<file path="src/rtl/dmx_rdm_frame_receiver_unit_assert.svh">
// Assertion macros for the DMX/RDM receiver.
`ifndef DMX_RDM_FRAME_RECEIVER_UNIT_ASSERT_SVH
`define DMX_RDM_FRAME_RECEIVER_UNIT_ASSERT_SVH

// Same-cycle implication, disabled during reset.
`define DMX_ASSERT_NOW(label, clk, rst, ante, cons, msg) \
   label: assert property (@(posedge clk) disable iff (rst) (ante) |-> (cons)) \
      else $error(msg);

// Next-cycle implication, disabled during reset.
`define DMX_ASSERT_NEXT(label, clk, rst, ante, cons, msg) \
   label: assert property (@(posedge clk) disable iff (rst) (ante) |=> (cons)) \
      else $error(msg);

`endif

</file>
<file path="src/rtl/dmxrdm_pkg.sv">
package dmxrdm_pkg;

   localparam int MaxFrameBytes = 513;
   localparam int PosWidth      = $clog2(MaxFrameBytes + 2);
   localparam int CfgWidth      = 10;
   localparam int CmpWidth      = (PosWidth > CfgWidth) ? PosWidth : CfgWidth;
   localparam int UidWidth      = 48;
   localparam int OffWidth      = 9;

   localparam int RdmMinLen     = 26;
   localparam int RdmMaxLen     = 257;
   localparam int MsgLenAdjust  = 2;
   localparam int PdlAdjust     = 26;
   localparam int PdlPos        = 23;
   localparam int SubPos        = 1;
   localparam int MsgLenPos     = 2;
   localparam int UidFirstPos   = 3;
   localparam int UidLastPos    = 8;

   localparam logic [7:0] ScDimmer   = 8'h00;
   localparam logic [7:0] ScRdm      = 8'hCC;
   localparam logic [7:0] SubMessage = 8'h01;
   localparam logic [7:0] Broadcast  = 8'hFF;

   localparam logic [1:0] CsrStartChannel = 2'd0;
   localparam logic [1:0] CsrSlotCount    = 2'd1;
   localparam logic [1:0] CsrDeviceUid    = 2'd2;

   localparam logic KindSlot    = 1'b0;
   localparam logic KindVerdict = 1'b1;

   localparam logic [1:0] StatusIgnored  = 2'd0;
   localparam logic [1:0] StatusChecksum = 2'd1;
   localparam logic [1:0] StatusLength   = 2'd2;
   localparam logic [1:0] StatusAccepted = 2'd3;

   localparam logic [CfgWidth-1:0] SlotCountReset = CfgWidth'(512);

   typedef logic [PosWidth-1:0] pos_type;
   typedef logic [CmpWidth-1:0] cmp_type;
   typedef logic [CfgWidth-1:0] cfg_type;
   typedef logic [UidWidth-1:0] uid_type;

endpackage

</file>
<file path="src/rtl/dmx_rdm_frame_receiver_unit.sv">
// DMX512 / RDM frame receiver.
// req_ channel: one received frame byte per item (req_data_byte), start code
// first, with req_frame_end high on the last byte of the frame.
// rsp_ channel: at most one item per byte. A dimmer frame (start code 0) gives
// a slot item for each byte inside the window set by start_channel and
// slot_count; an RDM frame (start code 0xCC) gives one verdict item on its
// last byte. Other start codes give nothing.
// csr_ channel: index 0 start_channel, 1 slot_count, 2 device_uid; always ready.
// The user must write it only while no byte is in flight; the block does not
// enforce this. Each byte is held in the input register and its result in the
// result register, which drives rsp_. Throughput: one byte per cycle, except
// that a byte with a result waits in the input register while rsp_ stalls.
// Reset clears the frame state, sets start_channel 0, slot_count 512 and
// device_uid 0. When the receiver stalls, the result register holds and the
// input stage keeps taking bytes until it holds a byte with a pending result;
// bytes that give no result never wait.
`include "dmx_rdm_frame_receiver_unit_assert.svh"

module dmx_rdm_frame_receiver_unit (
   input  logic                    clock,
   input  logic                    reset,
   input  logic                    req_valid,
   output logic                    req_ready,
   input  logic [7:0]              req_data_byte,
   input  logic                    req_frame_end,
   output logic                    rsp_valid,
   input  logic                    rsp_ready,
   output logic                    rsp_result_kind,
   output logic [8:0]              rsp_slot_offset,
   output logic [7:0]              rsp_slot_value,
   output logic [1:0]              rsp_rdm_status,
   input  logic                    csr_valid,
   output logic                    csr_ready,
   input  logic [1:0]              csr_index,
   input  logic [dmxrdm_pkg::UidWidth-1:0] csr_data
);
   import dmxrdm_pkg::*;

   logic          s1_valid_ff;
   logic [7:0]    s1_byte_ff;
   logic          s1_end_ff;

   pos_type       pos_ff;
   logic [7:0]    code_ff;
   logic          hdr_ok_ff;
   logic [7:0]    msg_len_ff;
   logic          own_ok_ff;
   logic          bcast_ok_ff;
   logic [15:0]   sum_ff;
   logic [7:0]    prev_ff;
   logic [7:0]    pdl_ff;

   cfg_type       start_ch_ff;
   cfg_type       slot_cnt_ff;
   uid_type       uid_ff;

   logic          rsp_valid_ff;
   logic          kind_ff;
   logic [8:0]    off_ff;
   logic [7:0]    val_ff;
   logic [1:0]    status_ff;

   logic          in_range;
   pos_type       pos_in;
   logic [7:0]    code_in;
   logic          hdr_ok_in;
   logic [7:0]    msg_len_in;
   logic          own_ok_in;
   logic          bcast_ok_in;
   logic [7:0]    pdl_in;
   logic [7:0]    uid_byte;
   cmp_type       slot_off;
   logic          slot_hit;
   logic          verdict_hit;
   logic          has_result;
   logic          out_free;
   logic          s1_advance;
   logic          len_ok;
   logic [15:0]   sum_expect;
   logic [15:0]   sum_got;
   logic [1:0]    status_in;

   assign csr_ready = 1'b1;

   always_ff @(posedge clock) begin
      if (reset) begin
         start_ch_ff <= '0;
         slot_cnt_ff <= SlotCountReset;
         uid_ff      <= '0;
      end else if (csr_valid) begin
         case (csr_index)
            CsrStartChannel: start_ch_ff <= csr_data[CfgWidth-1:0];
            CsrSlotCount:    slot_cnt_ff <= csr_data[CfgWidth-1:0];
            CsrDeviceUid:    uid_ff      <= csr_data;
            default:         ;
         endcase
      end
   end

   always_comb begin
      case (pos_ff)
         PosWidth'(UidFirstPos):     uid_byte = uid_ff[47:40];
         PosWidth'(UidFirstPos + 1): uid_byte = uid_ff[39:32];
         PosWidth'(UidFirstPos + 2): uid_byte = uid_ff[31:24];
         PosWidth'(UidFirstPos + 3): uid_byte = uid_ff[23:16];
         PosWidth'(UidFirstPos + 4): uid_byte = uid_ff[15:8];
         default:                    uid_byte = uid_ff[7:0];
      endcase
   end

   always_comb begin
      in_range    = pos_ff < PosWidth'(MaxFrameBytes);
      code_in     = code_ff;
      hdr_ok_in   = hdr_ok_ff;
      msg_len_in  = msg_len_ff;
      own_ok_in   = own_ok_ff;
      bcast_ok_in = bcast_ok_ff;
      pdl_in      = pdl_ff;
      if (in_range) begin
         if (pos_ff == '0) begin
            code_in = s1_byte_ff;
         end
         if (pos_ff == PosWidth'(SubPos)) begin
            hdr_ok_in = s1_byte_ff == SubMessage;
         end
         if (pos_ff == PosWidth'(MsgLenPos)) begin
            msg_len_in = s1_byte_ff;
         end
         if (pos_ff >= PosWidth'(UidFirstPos) && pos_ff <= PosWidth'(UidLastPos)) begin
            own_ok_in   = own_ok_ff & (s1_byte_ff == uid_byte);
            bcast_ok_in = bcast_ok_ff & (s1_byte_ff == Broadcast);
         end
         if (pos_ff == PosWidth'(PdlPos)) begin
            pdl_in = s1_byte_ff;
         end
      end
      pos_in = in_range ? pos_ff + PosWidth'(1) : PosWidth'(MaxFrameBytes + 1);
   end

   always_comb begin
      slot_off = CmpWidth'(pos_ff) - CmpWidth'(start_ch_ff);
      slot_hit = in_range && (code_in == ScDimmer) && (start_ch_ff != '0)
                 && (CmpWidth'(pos_ff) >= CmpWidth'(start_ch_ff))
                 && (slot_off < CmpWidth'(slot_cnt_ff))
                 && (slot_off < CmpWidth'(1 << OffWidth));
      verdict_hit = s1_end_ff && !slot_hit && (code_in == ScRdm);
      has_result  = slot_hit || verdict_hit;
   end

   always_comb begin
      len_ok = (CmpWidth'(pos_in) <= CmpWidth'(MaxFrameBytes))
               && (CmpWidth'(pos_in) >= CmpWidth'(RdmMinLen))
               && (CmpWidth'(pos_in) <= CmpWidth'(RdmMaxLen));
      sum_expect = sum_ff - {8'h00, prev_ff};
      sum_got    = {prev_ff, s1_byte_ff};
      if (!len_ok || !hdr_ok_in
          || (CmpWidth'(msg_len_in) + CmpWidth'(MsgLenAdjust) != CmpWidth'(pos_in))
          || (!own_ok_in && !bcast_ok_in)) begin
         status_in = StatusIgnored;
      end else if (sum_got != sum_expect) begin
         status_in = StatusChecksum;
      end else if (CmpWidth'(pdl_in) + CmpWidth'(PdlAdjust) != CmpWidth'(pos_in)) begin
         status_in = StatusLength;
      end else begin
         status_in = StatusAccepted;
      end
   end

   assign out_free   = !rsp_valid_ff || rsp_ready;
   assign s1_advance = s1_valid_ff && (!has_result || out_free);
   assign req_ready  = !s1_valid_ff || s1_advance;

   always_ff @(posedge clock) begin
      if (reset) begin
         s1_valid_ff <= 1'b0;
      end else if (req_ready) begin
         s1_valid_ff <= req_valid;
      end
   end

   always_ff @(posedge clock) begin
      if (req_valid && req_ready) begin
         s1_byte_ff <= req_data_byte;
         s1_end_ff  <= req_frame_end;
      end
   end

   always_ff @(posedge clock) begin
      if (reset || (s1_advance && s1_end_ff)) begin
         pos_ff      <= '0;
         code_ff     <= '0;
         hdr_ok_ff   <= 1'b0;
         msg_len_ff  <= '0;
         own_ok_ff   <= 1'b1;
         bcast_ok_ff <= 1'b1;
         sum_ff      <= '0;
         prev_ff     <= '0;
         pdl_ff      <= '0;
      end else if (s1_advance) begin
         pos_ff      <= pos_in;
         code_ff     <= code_in;
         hdr_ok_ff   <= hdr_ok_in;
         msg_len_ff  <= msg_len_in;
         own_ok_ff   <= own_ok_in;
         bcast_ok_ff <= bcast_ok_in;
         pdl_ff      <= pdl_in;
         if (in_range) begin
            sum_ff  <= sum_ff + {8'h00, s1_byte_ff};
            prev_ff <= s1_byte_ff;
         end
      end
   end

   always_ff @(posedge clock) begin
      if (reset) begin
         rsp_valid_ff <= 1'b0;
      end else if (s1_advance && has_result) begin
         rsp_valid_ff <= 1'b1;
      end else if (rsp_ready) begin
         rsp_valid_ff <= 1'b0;
      end
   end

   always_ff @(posedge clock) begin
      if (s1_advance && has_result) begin
         if (slot_hit) begin
            kind_ff   <= KindSlot;
            off_ff    <= slot_off[OffWidth-1:0];
            val_ff    <= s1_byte_ff;
            status_ff <= StatusIgnored;
         end else begin
            kind_ff   <= KindVerdict;
            off_ff    <= '0;
            val_ff    <= '0;
            status_ff <= status_in;
         end
      end
   end

   assign rsp_valid       = rsp_valid_ff;
   assign rsp_result_kind = kind_ff;
   assign rsp_slot_offset = off_ff;
   assign rsp_slot_value  = val_ff;
   assign rsp_rdm_status  = status_ff;

   `DMX_ASSERT_NOW(a_pos_bound, clock, reset, 1'b1,
      pos_ff <= PosWidth'(MaxFrameBytes + 1), "byte position out of range")
   `DMX_ASSERT_NEXT(a_frame_clear, clock, reset, s1_advance && s1_end_ff,
      pos_ff == '0 && own_ok_ff && bcast_ok_ff && sum_ff == '0, "frame state not cleared")
   `DMX_ASSERT_NOW(a_slot_status, clock, reset, rsp_valid && rsp_result_kind == KindSlot,
      rsp_rdm_status == StatusIgnored, "slot item carries a status")
   `DMX_ASSERT_NEXT(a_no_drop, clock, reset, rsp_valid_ff && !rsp_ready,
      rsp_valid_ff, "pending result dropped")

endmodule

</file>
<file path="config.mk">
export PLATFORM = sky130hd
export DESIGN_NAME = dmx_rdm_frame_receiver_unit
export DESIGN_NICKNAME = d
export VERILOG_FILES = /design/src/rtl/dmxrdm_pkg.sv /design/src/rtl/dmx_rdm_frame_receiver_unit.sv
export VERILOG_INCLUDE_DIRS = /design/src /design/src/rtl
export SDC_FILE = /design/constraint.sdc
export NUM_CORES = 1
export LEC_CHECK = 0
export ABC_AREA = 1
export CAP_MARGIN = 20
export CORE_MARGIN = 3
export CORE_UTILIZATION = 40
export CTS_BUF_LIST = sky130_fd_sc_hd__clkbuf_2 sky130_fd_sc_hd__clkbuf_4 sky130_fd_sc_hd__clkbuf_8
export DETAILED_ROUTE_END_ITERATION = 6
export DONT_BUFFER_PORTS = 1
export MAX_ROUTING_LAYER = met4
export PLACE_DENSITY = 0.6
export SYNTH_ARGS = -nofsm -noshare
export SYNTH_HDL_FRONTEND = slang
export SYNTH_SLANG_ARGS = --single-unit
</file>
<file path="constraint.sdc">
create_clock -name clock -period 8.2 [get_ports clock]
set_clock_uncertainty 0.15 [all_clocks]
set_input_delay 1.64 -clock clock [delete_from_list [all_inputs] [get_ports clock]]
set_output_delay 1.64 -clock clock [all_outputs]
set_load 0.005 [all_outputs]
</file>
==> impl_metrics.env <==
export IMPL_ir_drop_mv=0.1135
export IMPL_reg2reg_slack_ps=2940
export IMPL_max_freq_mhz=178.4
export IMPL_cp_arrival_ps=3810
export IMPL_slew_viol_final=0
export IMPL_clockBufferDepth=2
export IMPL_p_comb_share_pct=18.2
export IMPL_drive_gt1_share_pct=8.916
export IMPL_nNetsFinal=1498
export IMPL_drtPass1Iterations=5
export IMPL_p_switching_w=0.0005909
export IMPL_fin_crit_sh_pct=68.35
export IMPL_drc=0
export IMPL_p_leak_nw=4.545
export IMPL_slew_headroom_pct=26.81
export IMPL_crit_buf_inv=4
export IMPL_cp_data_required_time_ps=6410
export IMPL_post_dp_hpwl_um=19950
export IMPL_hold_buffers=0
export IMPL_dr_total_vias=8884
export IMPL_dieArea_sq_um=27190
export IMPL_powerDensity_nw_per_um2=168.9
export IMPL_grt_max_degree=97
export IMPL_start_util_pct=41.17
export IMPL_syn2layout_area_growth_pct=5.091
export IMPL_rows=57
export IMPL_die_h_um=164.9
export IMPL_syn_area_sq_um=10100
export IMPL_clk_pin_slew_ps=90
export IMPL_hold_slack_ps=298.8
export IMPL_fp_dieW_um=164.9
export IMPL_grt_usage_pct=20.84
export IMPL_critPathKind="reg2out"
export IMPL_cp_top_family="simple AND/OR/NAND/NOR gates"
export IMPL_yosysWarnings=0
export IMPL_crit_path_end_kind="output port"
export IMPL_tightest_slew_ps=1098
export IMPL_cell_internal_pwr_w=0.001202
export IMPL_pwr_share_clk_pct=34.4
export IMPL_postRouteAntennaNets=0
export IMPL_yosysSeqAreaShare_pct=34.59
export IMPL_seqPwrFrac_pct=47.4
export IMPL_vias_per_cell=5.147
export IMPL_pin_count=87
export IMPL_layout_commonest_cell="nand2_1"
export IMPL_synth_nets=1539
export IMPL_fin_tns_setup_ps=0
export IMPL_cts_root_buffer="clkbuf_8"
export IMPL_fin_crit_ps=5605
export IMPL_ys_ff_latch=160
export IMPL_insertion_delay_ps=480
export IMPL_numCtsBuffers=17
export IMPL_drt_iter0_markers=541
export IMPL_critPathMaxStageDelay_ps=430
export IMPL_cap_violations=0
export IMPL_cp_slowest_cell="fa_1"
export IMPL_drt_wl_total_um=27110
export IMPL_coreArea_sq_um=24530
export IMPL_antenna_found_initial=0
export IMPL_n_antenna_cell=0
export IMPL_grt_overflow=0
export IMPL_rsz0062_at_grt="no"
export IMPL_cts_repair_resize_count=0
export IMPL_grt_pass1_wl_um=43430
export IMPL_gp_congestion=0.9180
export IMPL_portBuffers=0
export IMPL_htreeDepth=4
export IMPL_wire_per_inst_um=15.71
export IMPL_hold_class="reg2reg"
export IMPL_crit_path_start_kind="flip-flop"
export IMPL_synth_cells=1430
export IMPL_hold_violations=0
export IMPL_yosysUniqueCellTypes=46
export IMPL_path_max_fanout=6
export IMPL_final_cell_mix="nand2_1 (315), inv_1 (193), dfxtp_1 (131)"
export IMPL_cts_sinks=160
export IMPL_netSwitchingFraction_pct=32.96
export IMPL_setup_viol=0
export IMPL_fillers=2595
export IMPL_cts_tree="done"
export IMPL_outcome="finished clean"
export IMPL_crit_chain="inv_1 > ha_1 > inv_1 > fa_1 > a31oi_1 > inv_1 > nand2_1 > o2111ai_1 > xor2_1 > inv_1 > ha_1 > a21oi_1 > nand3_1 > nor2_1 > nand3_1 > nor2_1 > nand3_1 > nand2_4 > nand3_1"
export IMPL_first_global_vias=8143
export IMPL_synth_area_per_cell_sq_um=7.063
export IMPL_cts_setup_buffers=0
[per-layer routing]
metal	up-vias	track usage (%)	wire [um]
met5	-	-	0
met4	0	5.681	457
met3	29	3.612	1535
met2	217	31.76	12320
met1	4047	28.61	12800
li1	4591	-	-
[worst register-to-register path, stage by stage, from the launching register on]
cell       delay (ps)
dfxtp_1           370
inv_1             190
ha_1              200
inv_1              80
fa_1              430
a31oi_1           250
inv_1              90
nand2_1            70
o2111ai_1         120
xor2_1            180
inv_1              80
ha_1              140
a21oi_1            60
nand3_1            90
nor2_1             60
nand3_1            80
nor2_1             40
nand3_1           210
nand2_4           130
nand2_8           210
nand2_4           320
inv_2             570
nand2_1           100
inv_1             660
[cell type report]
| type | instances | area (sq um) | area share, % |
|---|---|---|---|
| inverter | 197 | 739.5 | 6.967 |
| multi-input combinational | 1009 | 5532 | 52.12 |
| tap | 324 | 405.4 | 3.819 |
| timing repair buffer | 4 | 30.03 | 0.2829 |
| clock buffer | 18 | 247.7 | 2.334 |
| clock inverter | 14 | 166.4 | 1.568 |
| sequential | 160 | 3493 | 32.91 |
[synthesized netlist by cell type (all sizes together)]
cell     instances  share of area, %
o211ai           2              0.15
nor3            13              0.64
edfxtp          29               8.6
a31oi            3              0.19
nand3b           4              0.30
and3             1             0.062
inv            196               7.3
xnor2           13               1.1
clkinv           1             0.037
nand3          126               6.4
nand2          326                13
conb             1             0.037
clkbuf          29               1.1
fa               3              0.59
xor2            36               3.1
o21ai          110               5.5
buf             35               2.3
dfxtp          131                26
nor3b            1             0.074
nor2           120               5.1
o21bai           4              0.30
a21oi          142               9.1
nand4           50               3.2
or2              4              0.25
a21o             5              0.37
o41ai            1             0.087
ha              42               5.2
a211oi           1             0.074
o2111ai          1             0.087
[power groups by stage]
stage	Clock, W	Sequential [W]	Combinational, W
floorplan	0	0.000856	0.000266
global placement	0	0.000867	0.000316
detailed placement	0	0.000868	0.000322
CTS	0.000629	0.000850	0.000324
global route	0.000660	0.000853	0.000374
finish	0.000618	0.000850	0.000326
[through the flow]
step	utilization (%)	area, sq um	setup WS, ps	total power (W)	instances
2_1_floorplan	-	10100	3675	0.001121	1430
3_3_place_gp	41.57	10200	3104	0.001184	1694
3_5_place_dp	41.57	10200	2954	0.001190	1694
4_1_cts	43.26	10610	2605	0.001803	1726
5_1_grt	43.26	10610	2367	0.001887	1726
6_report	43.26	10610	2595	0.001793	1726
[worst paths after layout]
kind                    from                 end  depth (start not counted)
setup / recovery   pos_ff[0]           req_ready                         19
hold / removal    uid_ff[10]          uid_ff[10]                          2
setup reg to reg   pos_ff[0]  rsp_slot_offset[1]                         23
hold reg to reg   uid_ff[10]          uid_ff[10]                          2
[cell families (layout without fill, tap and decap cells)]
group / count (synthesis) / in the layout / synth area share [%]
and+or+nand+nor: 645 / 645 / 28.82
xor gates and xnor gates: 49 / 49 / 4.249
other: 1 / 1 / 0.03713
AOI/OAI and AO/OA: 269 / 269 / 15.82
buffers and inverters: 261 / 233 / 10.69
adders and majority gates: 45 / 45 / 5.798
DFF: 160 / 160 / 34.59
[flip-flops by register name, indices dropped and copies added (netlist names), 2 cells and up]
name             count
uid_ff              48
sum_ff              16
pos_ff              10
slot_cnt_ff         10
start_ch_ff         10
rsp_slot_offset      9
code_ff              8
msg_len_ff           8
pdl_ff               8
prev_ff              8
rsp_slot_value       8
s1_byte_ff           8
rsp_rdm_status       2
No activity file was read; power rests on OpenSTA's default activity.
